### src/rtl/sc1a_pkg.sv
// Package for the set 1 scan code to ASCII translator.
// Holds the scan code constants, the modifier flag type and the key map tables.
// No dependencies.
`default_nettype none

package sc1a_pkg;

	localparam logic [7:0] CODE_EXTENDED = 8'hE0;
	localparam logic [7:0] CODE_RELEASE  = 8'h80;
	localparam logic [6:0] CODE_LSHIFT   = 7'h2A;
	localparam logic [6:0] CODE_RSHIFT   = 7'h36;
	localparam logic [6:0] CODE_CTRL     = 7'h1D;
	localparam logic [6:0] CODE_CAPS     = 7'h3A;
	localparam logic [6:0] CTRL_MASK     = 7'h1F;
	localparam int unsigned MAP_DEPTH    = 64;

	// Modifier state kept between scan codes.
	typedef struct packed {
		logic shift_held;
		logic ctrl_held;
		logic caps_lock;
		logic extended_pending;
	} mod_flags_t;

	// Outcome of one scan code: whether a character comes out, and which.
	typedef struct packed {
		logic       emit;
		logic [6:0] ch;
	} xlate_result_t;

	localparam logic [6:0] PLAIN_MAP [MAP_DEPTH] = '{
		7'h00, 7'h1B, 7'h31, 7'h32, 7'h33, 7'h34, 7'h35, 7'h36,
		7'h37, 7'h38, 7'h39, 7'h30, 7'h2D, 7'h3D, 7'h08, 7'h09,
		7'h71, 7'h77, 7'h65, 7'h72, 7'h74, 7'h79, 7'h75, 7'h69,
		7'h6F, 7'h70, 7'h5B, 7'h5D, 7'h0A, 7'h00, 7'h61, 7'h73,
		7'h64, 7'h66, 7'h67, 7'h68, 7'h6A, 7'h6B, 7'h6C, 7'h3B,
		7'h27, 7'h60, 7'h00, 7'h5C, 7'h7A, 7'h78, 7'h63, 7'h76,
		7'h62, 7'h6E, 7'h6D, 7'h2C, 7'h2E, 7'h2F, 7'h00, 7'h2A,
		7'h00, 7'h20, 7'h00, 7'h00, 7'h00, 7'h00, 7'h00, 7'h00
	};

	localparam logic [6:0] SHIFTED_MAP [MAP_DEPTH] = '{
		7'h00, 7'h1B, 7'h21, 7'h40, 7'h23, 7'h24, 7'h25, 7'h5E,
		7'h26, 7'h2A, 7'h28, 7'h29, 7'h5F, 7'h2B, 7'h08, 7'h09,
		7'h51, 7'h57, 7'h45, 7'h52, 7'h54, 7'h59, 7'h55, 7'h49,
		7'h4F, 7'h50, 7'h7B, 7'h7D, 7'h0A, 7'h00, 7'h41, 7'h53,
		7'h44, 7'h46, 7'h47, 7'h48, 7'h4A, 7'h4B, 7'h4C, 7'h3A,
		7'h22, 7'h7E, 7'h00, 7'h7C, 7'h5A, 7'h58, 7'h43, 7'h56,
		7'h42, 7'h4E, 7'h4D, 7'h3C, 7'h3E, 7'h3F, 7'h00, 7'h2A,
		7'h00, 7'h20, 7'h00, 7'h00, 7'h00, 7'h00, 7'h00, 7'h00
	};

	function automatic logic is_alpha_char(input logic [6:0] c);
		return ((c >= 7'h41) && (c <= 7'h5A)) || ((c >= 7'h61) && (c <= 7'h7A));
	endfunction

endpackage

`default_nettype wire

### src/rtl/sc1a_xlate.sv
// Combinational translation of one scan code under the current modifier flags.
// Depends on sc1a_pkg for constants, the flag type and the key maps.
`default_nettype none

module sc1a_xlate (
	input  wire logic [7:0]            code,
	input  wire sc1a_pkg::mod_flags_t  flags,
	output sc1a_pkg::mod_flags_t       flags_next,
	output sc1a_pkg::xlate_result_t    result
);
	import sc1a_pkg::*;

	logic [6:0] made;
	logic [6:0] raw_ch;
	logic [6:0] case_ch;
	logic       letter;

	assign made    = code[6:0];
	assign raw_ch  = flags.shift_held ? SHIFTED_MAP[code[5:0]] : PLAIN_MAP[code[5:0]];
	assign letter  = is_alpha_char(raw_ch);
	// Caps flips the case of a letter; with shift held the shifted map is
	// already upper case, so the flip gives lower case back.
	assign case_ch = (flags.caps_lock && letter) ? (raw_ch ^ 7'h20) : raw_ch;

	always_comb begin
		flags_next  = flags;
		result.emit = 1'b0;
		result.ch   = (flags.ctrl_held && letter) ? (case_ch & CTRL_MASK) : case_ch;

		priority if (code == CODE_EXTENDED) begin
			flags_next.extended_pending = 1'b1;
		end else if ((code & CODE_RELEASE) != 8'h00) begin
			if ((made == CODE_LSHIFT) || (made == CODE_RSHIFT)) begin
				flags_next.shift_held = 1'b0;
			end
			if (made == CODE_CTRL) begin
				flags_next.ctrl_held = 1'b0;
			end
			flags_next.extended_pending = 1'b0;
		end else if ((made == CODE_LSHIFT) || (made == CODE_RSHIFT)) begin
			flags_next.shift_held = 1'b1;
		end else if (made == CODE_CTRL) begin
			flags_next.ctrl_held = 1'b1;
		end else if (made == CODE_CAPS) begin
			flags_next.caps_lock = ~flags.caps_lock;
		end else if (flags.extended_pending) begin
			flags_next.extended_pending = 1'b0;
		end else if (code[7:6] == 2'b00) begin
			result.emit = (raw_ch != 7'h00);
		end
	end

endmodule

`default_nettype wire

### src/rtl/scancode_set1_to_ascii.sv
// Set 1 scan code to ASCII translator, top level.
// A scan code is held in the input register, and its character then passes
// through the result register before it is presented.
// Throughput: one scan code per cycle while the result side keeps up.
// Reset (arst_n, asynchronous): all modifier flags cleared, both stages empty.
// Depends on sc1a_pkg and sc1a_xlate.
`default_nettype none

module scancode_set1_to_ascii (
	input  wire logic       clk,
	input  wire logic       arst_n,
	input  wire logic       in_valid,
	output logic            in_ready,
	input  wire logic [7:0] scan_code,
	output logic            out_valid,
	input  wire logic       out_ready,
	output logic [6:0]      ascii_char
);
	import sc1a_pkg::*;

	// Stage 1 holds the accepted scan code. The modifier flags are
	// updated at the moment that code leaves stage 1, so each request is
	// translated against the flags left by the one before it.
	logic          valid_s1;
	logic [7:0]    code_s1;
	mod_flags_t    flags_q;
	mod_flags_t    flags_next;
	xlate_result_t result;
	logic          out_valid_q;
	logic [6:0]    ascii_q;
	logic          out_free;
	logic          advance_s1;

	sc1a_xlate u_xlate (
		.code       (code_s1),
		.flags      (flags_q),
		.flags_next (flags_next),
		.result     (result)
	);

	// The result register is free when empty or being taken this cycle.
	// A request that yields no character never waits on it.
	assign out_free   = !out_valid_q || out_ready;
	assign advance_s1 = valid_s1 && (!result.emit || out_free);
	assign in_ready   = !valid_s1 || advance_s1;

	always_ff @(posedge clk or negedge arst_n) begin
		if (!arst_n) begin
			valid_s1 <= 1'b0;
		end else if (in_ready) begin
			valid_s1 <= in_valid;
		end
	end

	always_ff @(posedge clk) begin
		if (in_valid && in_ready) begin
			code_s1 <= scan_code;
		end
	end

	always_ff @(posedge clk or negedge arst_n) begin
		if (!arst_n) begin
			flags_q <= '0;
		end else if (advance_s1) begin
			flags_q <= flags_next;
		end
	end

	always_ff @(posedge clk or negedge arst_n) begin
		if (!arst_n) begin
			out_valid_q <= 1'b0;
		end else if (advance_s1 && result.emit) begin
			out_valid_q <= 1'b1;
		end else if (out_ready) begin
			out_valid_q <= 1'b0;
		end
	end

	always_ff @(posedge clk) begin
		if (advance_s1 && result.emit) begin
			ascii_q <= result.ch;
		end
	end

	assign out_valid  = out_valid_q;
	assign ascii_char = ascii_q;

endmodule

`default_nettype wire

### config.mk
export PLATFORM = sky130hd
export DESIGN_NAME = scancode_set1_to_ascii
export DESIGN_NICKNAME = d
export VERILOG_FILES = /design/src/rtl/sc1a_pkg.sv /design/src/rtl/sc1a_xlate.sv /design/src/rtl/scancode_set1_to_ascii.sv
export SDC_FILE = /design/constraint.sdc
export NUM_CORES = 1
export LEC_CHECK = 0
export BUFFER_PORTS_ARGS = -buffer_cell sky130_fd_sc_hd__buf_4
export CAP_MARGIN = 20
export CORE_MARGIN = 5
export CORE_UTILIZATION = 33
export CTS_BUF_LIST = sky130_fd_sc_hd__clkbuf_4 sky130_fd_sc_hd__clkbuf_8 sky130_fd_sc_hd__clkbuf_16
export DETAILED_ROUTE_END_ITERATION = 8
export RECOVER_POWER = 100
export SYNTH_ARGS = -nofsm -noshare
export SYNTH_HDL_FRONTEND = slang
export SYNTH_SLANG_ARGS = --single-unit
### constraint.sdc
create_clock -name clk -period 8.4 [get_ports clk]
set_input_delay 2.1 -clock clk [delete_from_list [all_inputs] [get_ports clk]]
set_output_delay 2.1 -clock clk [all_outputs]
set_load 0.02 [all_outputs]
# After elaboration in Yosys (flattened, before gate mapping)
# Memory sizes are Yosys's and may differ from the RTL's.
# Index checks and enable logic that the tools add are counted.
# op_classes
bitwise_logic	7
magnitude_cmp	5
n_reduce_logical	22
n_eq_ne	9
mux	26
# ops
operator	count
$mux W7	5
$eq A7 B6 Y1 const B	3
$ge A7 B7 Y1 const B	3
$mux W1	17
$le A7 B7 Y1 const B	2
$ne A3 B2 Y1 const B	3
$eq A8 B8 Y1 const B	1
$reduce_and A4 Y1	2
$eq A7 B5 Y1 const B	1
$logic_and A1 B1 Y1	7
$not A6 Y7	1
$reduce_bool A7 Y1	1
$mux W6	1
$not A1 Y1	6
$reduce_and A6 Y1	1
$logic_or A1 B1 Y1	5
$mux W2	2
$logic_not A1 Y1	3
$mux W3	1
$reduce_and A3 Y1	1
$logic_not A2 Y1	1
$ne A2 B2 Y1 const B	1
$reduce_bool A2 Y1	1
# totals
n_memories	2
ff_bits	21
rom_bits	896
elab_cells	80
output_inout_bits	9
inputBits	12
# memory_table
memory	depth	width	read_ports	rd_clocked_by_memory_dff	wr	line	text
(name not given)	64	7	1	0	0	sc1a_xlate.sv:19	assign raw_ch = flags.shift_held ? SHIFTED_MAP[code[5:0]] : PLAIN_MAP[code[5:0]];
(name not given)	64	7	1	0	0	sc1a_xlate.sv:19	

# Logic depth before layout (Yosys ltp)
# Gate-level depths: netlist of run 1.
# logic_depth
depth_word	18
depth_mapped	11
ltp_nobuf	10

# By module
# From an unflattened synthesis of run 1, not the netlist that was laid out.
# hier_totals
cells_unflattened	247
area_unflattened_um2	2177.1
# by_module_without_submodules
module	area_per_inst_um2	n_inst	cells_per_inst
sc1a_xlate	1413.9	1	200
scancode_set1_to_ascii	763.2	1	47

# Worst setup path before layout of run 1
# OpenSTA, ideal clock, no wires.
# synth_timing
path_type	reg2out
from	reg code_s1[1]
to	out in_ready
path_slack_ps	3659
stages_incl_launch_ff	12
n_path_buf	1
arrival_ps	2641
path_cell_list	edfxtp_1 buf_2 inv_1 ha_1 o21bai_1 o21a_1 a221oi_1 o31ai_1 nand2_1 nor4_4 a31oi_1 nand2_1
# synth_via
elab_chain_cells	17
# synth_lines
item	line	text
start: declaration	scancode_set1_to_ascii.sv:25	logic [7:0] code_s1;
start signal: assignment	scancode_set1_to_ascii.sv:57	code_s1 <= scan_code;
$not A6 Y7 (not written as such)	sc1a_xlate.sv:19	
$mem_v2 Z64 W7	--	
$mux W7 (not written as such) (2 in a row)	sc1a_xlate.sv:19	
$mux W7	sc1a_xlate.sv:19	
$reduce_bool A7 Y1	sc1a_xlate.sv:49	result.emit = (raw_ch != 7'h00);
$mux W1	sc1a_xlate.sv:48	end else if (code[7:6] == 2'b00) begin
$mux W1	sc1a_xlate.sv:46	end else if (flags.extended_pending) begin
$mux W1	sc1a_xlate.sv:44	end else if (made == CODE_CAPS) begin
$mux W1	sc1a_xlate.sv:42	end else if (made == CODE_CTRL) begin
$mux W1	sc1a_xlate.sv:40	end else if ((made == CODE_LSHIFT) || (made == CODE_RSHIFT)) begin
$mux W1	sc1a_xlate.sv:32	end else if ((code & CODE_RELEASE) != 8'h00) begin
$mux W1 *	sc1a_xlate.sv:30	priority if (code == CODE_EXTENDED) begin
$logic_not A1 Y1 *	scancode_set1_to_ascii.sv:44	assign advance_s1 = valid_s1 && (!result.emit || out_free);
$logic_or A1 B1 Y1 *	scancode_set1_to_ascii.sv:44	
$logic_and A1 B1 Y1 *	scancode_set1_to_ascii.sv:44	
$logic_or A1 B1 Y1 *	scancode_set1_to_ascii.sv:45	assign in_ready = !valid_s1 || advance_s1;
end: declaration	scancode_set1_to_ascii.sv:13	output logic in_ready,
# Mark *: on every way between the ends. The rest lies on a longest branch, timed or not. The select of a mux whose other input is x is not followed.

# Worst setup path after layout of run 1
# Same ends and word-level chain as after synthesis.

==> impl_metrics.ini, run 1 <==
[outcome]
status = finished, final reports clean

[synthesis]
syn_area_um2 = 2110
yosys.area_share.simple_pct = 21.6
asyncSetResetFlopFracSynth_pct = 28.6
syn-num-nets = 278
postSynthCellCount = 252
synth_cell_type_count = 52
syn-mean-instance-area_um2 = 8.38
top_post_synthesis_cells_by_count = sky130_fd_sc_hd__nand2_1, sky130_fd_sc_hd__o21ai_0, sky130_fd_sc_hd__a21oi_1
netlist_top_cells_area = sky130_fd_sc_hd__edfxtp_1, sky130_fd_sc_hd__ha_1, sky130_fd_sc_hd__dfrtp_1
seq_area_frac_synth_pct = 28.5
synth_top_area_cell = sky130_fd_sc_hd__edfxtp_1
postSynthRegisterBits = 21
yosys_synthesis_warning_count = 0
most_frequently_used_cell_type_in_the_post_synthesis_netlist = sky130_fd_sc_hd__nand2_1
synth_ff_type = sky130_fd_sc_hd__edfxtp_1
synth_enable_flop_cells = 15
xor_xnor_portion_of_the_synthesized_cell_area_pct = 1.24
yosys.area_share.adder_pct = 8.30
synth_top_family_by_area = compound AO/OA/AOI/OAI gates
compound_gate_portion_of_the_synthesized_area_pct = 28.2
synthDominantCellAreaShare_pct = 21.3
synth_mux_area_share_pct = 4.27

[die]
top_level_ports = 21
fp.dieW_um = 90.0
dieArea_um2 = 8100
initial_utilization_pct = 33.6
die-height_um = 90.0
core_area_um2 = 6280
floorplan.rows = 29

[setup_path]
reg2reg_setup_slack_ps = 3730
rr_startpoint = code_s1[1]$_DFFE_PP_
endpoint = in_ready
worstSetupPathType = reg2out
end_kind = output pin
r2r_cells = 10
worstPathArrival_ps = 3910
startpoint_of_the_worst_setup_timing_path = code_s1[1]$_DFFE_PP_
timing.critical_path.required_ps = 6300
setup.worst_path.start_class = register
timing.rr.end = code_s1[3]$_DFFE_PP_
worstPathMaxFanout = 16

[global_route]
number_of_antenna_violations_at_the_first_check_in_global_routing = 0
busiest_layer = met2
global_route.usage.met2_pct = 18.9
maximum_number_of_pins_on_one_net_before_global_route_repair = 48
globalRouteTotalUtil_pct = 12.9
grtUsageMet3_pct = 3.09
globalRouteOverflowTotal = 0
grt_pass1_wl_um = 8760
grt_pass1_vias = 1727
grt_use_met1_pct = 18.7

[sta]
final.period_utilization_pct = 71.5
rsz_0062_raised_after_global_routing = no
setup_viol = 0
timing_hold_violations_final = 0
timing.fmax_mhz = 166
fin_setup_tns_ps = 0
worst_slew_pin_slew_ps = 1200
slew-limit-headroom_pct = 19.5
timing.final.max_slew_violations = 0
final.min_clock_period_ps = 6010
finClkSkew_ps = 1.40

[routing]
antenna_left = 0
first_iter_violations = 251
finalWirelength_um = 5550
wl_per_cell_um = 16.5
drt_pass1_iterations = 5
drt-vias-per-instance = 5.98
num_vias = 2015
drc_errors = 0

[clocking]
cts_repair_resize_count = 0
cts.sinks = 21
postCtsSetupBuffers = 0
clock_latency_ps = 260
tritoncts = done
cts_root_buf = sky130_fd_sc_hd__clkbuf_8
cts-hold-fix-buffers = 0
cts-buffers-inserted = 3
worst_setup_hold_path_clk_slew_ps = 70
htree_levels = 1
clockBufferDepth = 2

[cells_and_area]
instances_no_fill = 337
fill_cells = 661
area_growth_pct = 5.93
nets = 287
antenna_cells_inserted = 0
fraction_of_layout_instances_using_a_drive_strength_above_1_pct = 10.0

[placement]
post-dp-hpwl_um = 3950
gpl.final_weighted_congestion = 0.945
post-place-cells = 333
io_buffers = 20

[flow_run]
drv.max_cap_violation_count = 0

[pwr]
powerDensity_nw_per_um2 = 129
worst_vdd_rail_ir_drop_v = 0.0000759
cellLeakagePower_uw = 0.000838

[hold_path]
hold_path_class = reg2reg
holdPathStages = 1
## cells by family after synthesis
family / count (synthesis)
multiplexers: 6
XOR/XNOR: 3
AND/OR/NAND/NOR: 85
adder cells (fa/ha/maj): 14
buffers and inverters: 32
AO/OA/AOI/OAI: 91
flip-flops: 21
## where the power goes
part | switching, uW | internal (uW)
registers | 10.8 | 119
clock network | 31.6 | 37.0
logic | 55.1 | 34.6
## cells in the final DEF, fill, tap and decap left out, types with 7 or more instances in the layout
cell type / count
sky130_fd_sc_hd__ha_1: 14
sky130_fd_sc_hd__inv_1: 12
sky130_fd_sc_hd__nand2_1: 28
sky130_fd_sc_hd__clkbuf_1: 10
sky130_fd_sc_hd__o211ai_1: 7
sky130_fd_sc_hd__o21ai_0: 26
sky130_fd_sc_hd__a21oi_1: 17
sky130_fd_sc_hd__nor2_1: 14
sky130_fd_sc_hd__edfxtp_1: 15
sky130_fd_sc_hd__a211oi_1: 7
sky130_fd_sc_hd__clkbuf_4: 9
## routing by layer
| layer | up-vias | routed length, um |
|---|---|---|
| met5 | - | 0 |
| met4 | 0 | 97 |
| met3 | 12 | 539 |
| met2 | 116 | 2480 |
| met1 | 936 | 2430 |
| li1 | 951 | - |
## worst max-delay path, stage by stage, from the launching register on
cell and delay, ps:
sky130_fd_sc_hd__edfxtp_1 700, sky130_fd_sc_hd__inv_1 390, sky130_fd_sc_hd__ha_1 470, sky130_fd_sc_hd__o21bai_1 200
sky130_fd_sc_hd__o21a_1 170, sky130_fd_sc_hd__a221oi_1 80, sky130_fd_sc_hd__o31ai_1 430, sky130_fd_sc_hd__nand2_1 110
sky130_fd_sc_hd__nor4_1 520, sky130_fd_sc_hd__a31oi_1 220, sky130_fd_sc_hd__nand2_1 110, sky130_fd_sc_hd__clkbuf_1 230
## through the flow
step / util, % / cell area, um^2 / setup slack, ps / hold slack, ps / total power, uW
after floorplan: - / 2110 / 3660 / 449 / 202
after global placement: 36.0 / 2260 / 3170 / 483 / 226
after detailed placement: 36.0 / 2260 / 3110 / 483 / 226
after CTS: 36.7 / 2310 / 2820 / 496 / 295
after global routing: 35.6 / 2240 / 2050 / 510 / 304
final: 35.6 / 2240 / 2390 / 486 / 288
## flip-flops by register name, indices dropped and copies added (netlist names)
name        flops
ascii_char      7
out_valid       1
code_s1         8
flags_q         4
valid_s1        1
## cell type report
class / instances / area [um^2] / area share [%]
clock buffers: 4 / 48.8 / 2.18
inverters: 14 / 52.6 / 2.35
multi-input cells: 199 / 1310 / 58.6
flip-flops and latches: 21 / 601 / 26.9
well taps: 77 / 96.3 / 4.31
repair buffers: 22 / 128 / 5.71
## worst min path at each step
stage                                        end  slack (ps)              startpoint
final                     flags_q[1]$_DFFE_PN0P_         490  flags_q[1]$_DFFE_PN0P_
after global routing      flags_q[1]$_DFFE_PN0P_         510  flags_q[1]$_DFFE_PN0P_
after CTS                 flags_q[1]$_DFFE_PN0P_         500  flags_q[1]$_DFFE_PN0P_
after detailed placement  flags_q[1]$_DFFE_PN0P_         480  flags_q[1]$_DFFE_PN0P_
after global placement    flags_q[1]$_DFFE_PN0P_         480  flags_q[1]$_DFFE_PN0P_
after floorplan           flags_q[1]$_DFFE_PN0P_         450  flags_q[1]$_DFFE_PN0P_
(Power assumes the default switching activity.)
==> run 2: changes to the inputs <==
==> constraint.sdc (replaced) <==
create_clock -name clk -period 5.52 [get_ports clk]
set_input_delay 1.38 -clock clk [delete_from_list [all_inputs] [get_ports clk]]
set_output_delay 1.38 -clock clk [all_outputs]
set_load 0.02 [all_outputs]
==> run 2 against run 1 <==
Final cell count did not move. Critical endpoint unchanged. Clock power rose by 55%. Critical path depth did not move. Largest power group unchanged. Via count fell by 3.1%. Count of clock-buffer cells in the layout did not move. Highest routed layer unchanged. First-iteration DRC count rose by 35%. Register-to-register slack got worse by 2700 ps.
==> impl_metrics.ini, run 2 (same netlist as run 1, synthesis figures left out) <==
[setup_path]
worstPathArrival_ps = 3650
worstPathMaxFanout = 16
worstSetupPathType = reg2out
r2r_cells = 10
end_kind = output pin
setup.worst_path.start_class = register
timing.critical_path.required_ps = 4140

[routing]
finalWirelength_um = 5570
drt_pass1_iterations = 4
first_iter_violations = 339
num_vias = 1952
antenna_left = 0
wl_per_cell_um = 16.5
drc_errors = 0
drt-vias-per-instance = 5.79

[clocking]
worst_setup_hold_path_clk_slew_ps = 80
clock_latency_ps = 260
cts.sinks = 21
tritoncts = done
postCtsSetupBuffers = 0
cts_repair_resize_count = 0
cts-hold-fix-buffers = 0
htree_levels = 1
cts_root_buf = sky130_fd_sc_hd__clkbuf_8
cts-buffers-inserted = 3
clockBufferDepth = 2

[sta]
final.period_utilization_pct = 91.2
rsz_0062_raised_after_global_routing = no
setup_viol = 0
worst_slew_pin_slew_ps = 1280
timing.final.max_slew_violations = 0
timing_hold_violations_final = 0
final.min_clock_period_ps = 5030
fin_setup_tns_ps = 0
slew-limit-headroom_pct = 13.9
finClkSkew_ps = 3.62
timing.fmax_mhz = 199

[die]
initial_utilization_pct = 33.6
floorplan.rows = 29
top_level_ports = 21
core_area_um2 = 6280
dieArea_um2 = 8100
die-height_um = 90.0
fp.dieW_um = 90.0

[pwr]
p_total_uw = 445
powerDensity_nw_per_um2 = 198
worst_vdd_rail_ir_drop_v = 0.000104
cellLeakagePower_uw = 0.000839

[global_route]
grt_pass1_wl_um = 9090
globalRouteOverflowTotal = 0
globalRouteTotalUtil_pct = 13.2
grt_pass1_vias = 1754
maximum_number_of_pins_on_one_net_before_global_route_repair = 48
number_of_antenna_violations_at_the_first_check_in_global_routing = 0

[outcome]
status = finished, final reports clean

[flow_run]
drv.max_cap_violation_count = 0

[placement]
io_buffers = 20
gpl.final_weighted_congestion = 1.03
post-place-cells = 333
post-dp-hpwl_um = 3950

[hold_path]
hold_path_class = reg2reg
holdPathStages = 1

[cells_and_area]
mostFrequentLayoutCells = sky130_fd_sc_hd__nand2_1, sky130_fd_sc_hd__o21ai_0, sky130_fd_sc_hd__a21oi_1, sky130_fd_sc_hd__edfxtp_1
instances_no_fill = 337
layout_commonest_cell = sky130_fd_sc_hd__nand2_1
fill_cells = 662
fraction_of_layout_instances_using_a_drive_strength_above_1_pct = 10.4
area_growth_pct = 6.64
registers.top_by_ff_count = code_s1
largest_reg_flops = 8
nets = 287
antenna_cells_inserted = 0
run 2: changes by cell type in the layout (fill, tap and decap cells not counted):
cell                     delta
sky130_fd_sc_hd__nor4_4     +1
sky130_fd_sc_hd__nor4_1     -1
run 2: through the flow:
| step | util [%] | setup WS (ps) | area [um^2] | hold WS [ps] |
|---|---|---|---|---|
| floorplan | - | 1500 | 2110 | 449 |
| global placement | 36.0 | 1040 | 2260 | 474 |
| detailed placement | 36.0 | 957 | 2260 | 491 |
| CTS | 36.7 | 670 | 2310 | 502 |
| global route | 35.9 | 235 | 2250 | 526 |
| finish | 35.9 | 486 | 2250 | 502 |
run 2: path summary, 6_finish.rpt:
check	to	start	slack, ps
worst min-delay path	flags_q[1]$_DFFE_PN0P_	flags_q[1]$_DFFE_PN0P_	500
worst min register to register	flags_q[1]$_DFFE_PN0P_	flags_q[1]$_DFFE_PN0P_	500
worst max register to register	code_s1[3]$_DFFE_PP_	code_s1[1]$_DFFE_PP_	1040
min in group asynchronous	flags_q[1]$_DFFE_PN0P_	arst_n	980
max in group asynchronous	flags_q[3]$_DFFE_PN0P_	arst_n	4290
worst max-delay path	in_ready	code_s1[1]$_DFFE_PP_	490
run 2: where the power goes:
group / switching [uW] / internal, uW / leakage (uW) / total, uW
clock network: 49.9 / 56.3 / 0.0000262 / 106
registers: 19.1 / 182 / 0.000221 / 201
logic: 84.4 / 53.5 / 0.000592 / 138
run 2: worst max-delay path, cell delays in order (launching register included):
cell and delay [ps]:
sky130_fd_sc_hd__edfxtp_1 680, sky130_fd_sc_hd__inv_1 350, sky130_fd_sc_hd__ha_1 500, sky130_fd_sc_hd__o21bai_1 210, sky130_fd_sc_hd__nand3b_1 130, sky130_fd_sc_hd__o211ai_1 90, sky130_fd_sc_hd__nor4_1 490, sky130_fd_sc_hd__nand2_1 170
sky130_fd_sc_hd__nor4_4 250, sky130_fd_sc_hd__a31oi_1 180, sky130_fd_sc_hd__nand2_1 110, sky130_fd_sc_hd__clkbuf_1 230
run 2: final cells by class:
class | instances | area, um^2 | share of cell area, %
clock buffers | 4 | 48.8 | 2.17
inverters | 14 | 52.6 | 2.33
multi-input cells | 199 | 1330 | 58.9
flip-flops and latches | 21 | 601 | 26.7
well taps | 77 | 96.3 | 4.28
repair buffers | 22 | 128 | 5.67
run 2: metal layers:
metal | vias to the layer above | GRT usage [%] | wire (um)
li1 | 948 | - | -
met1 | 899 | 18.5 | 2490
met2 | 93 | 20.0 | 2500
met3 | 12 | 3.34 | 484
met4 | 0 | 3.85 | 91
met5 | - | 0 | 0
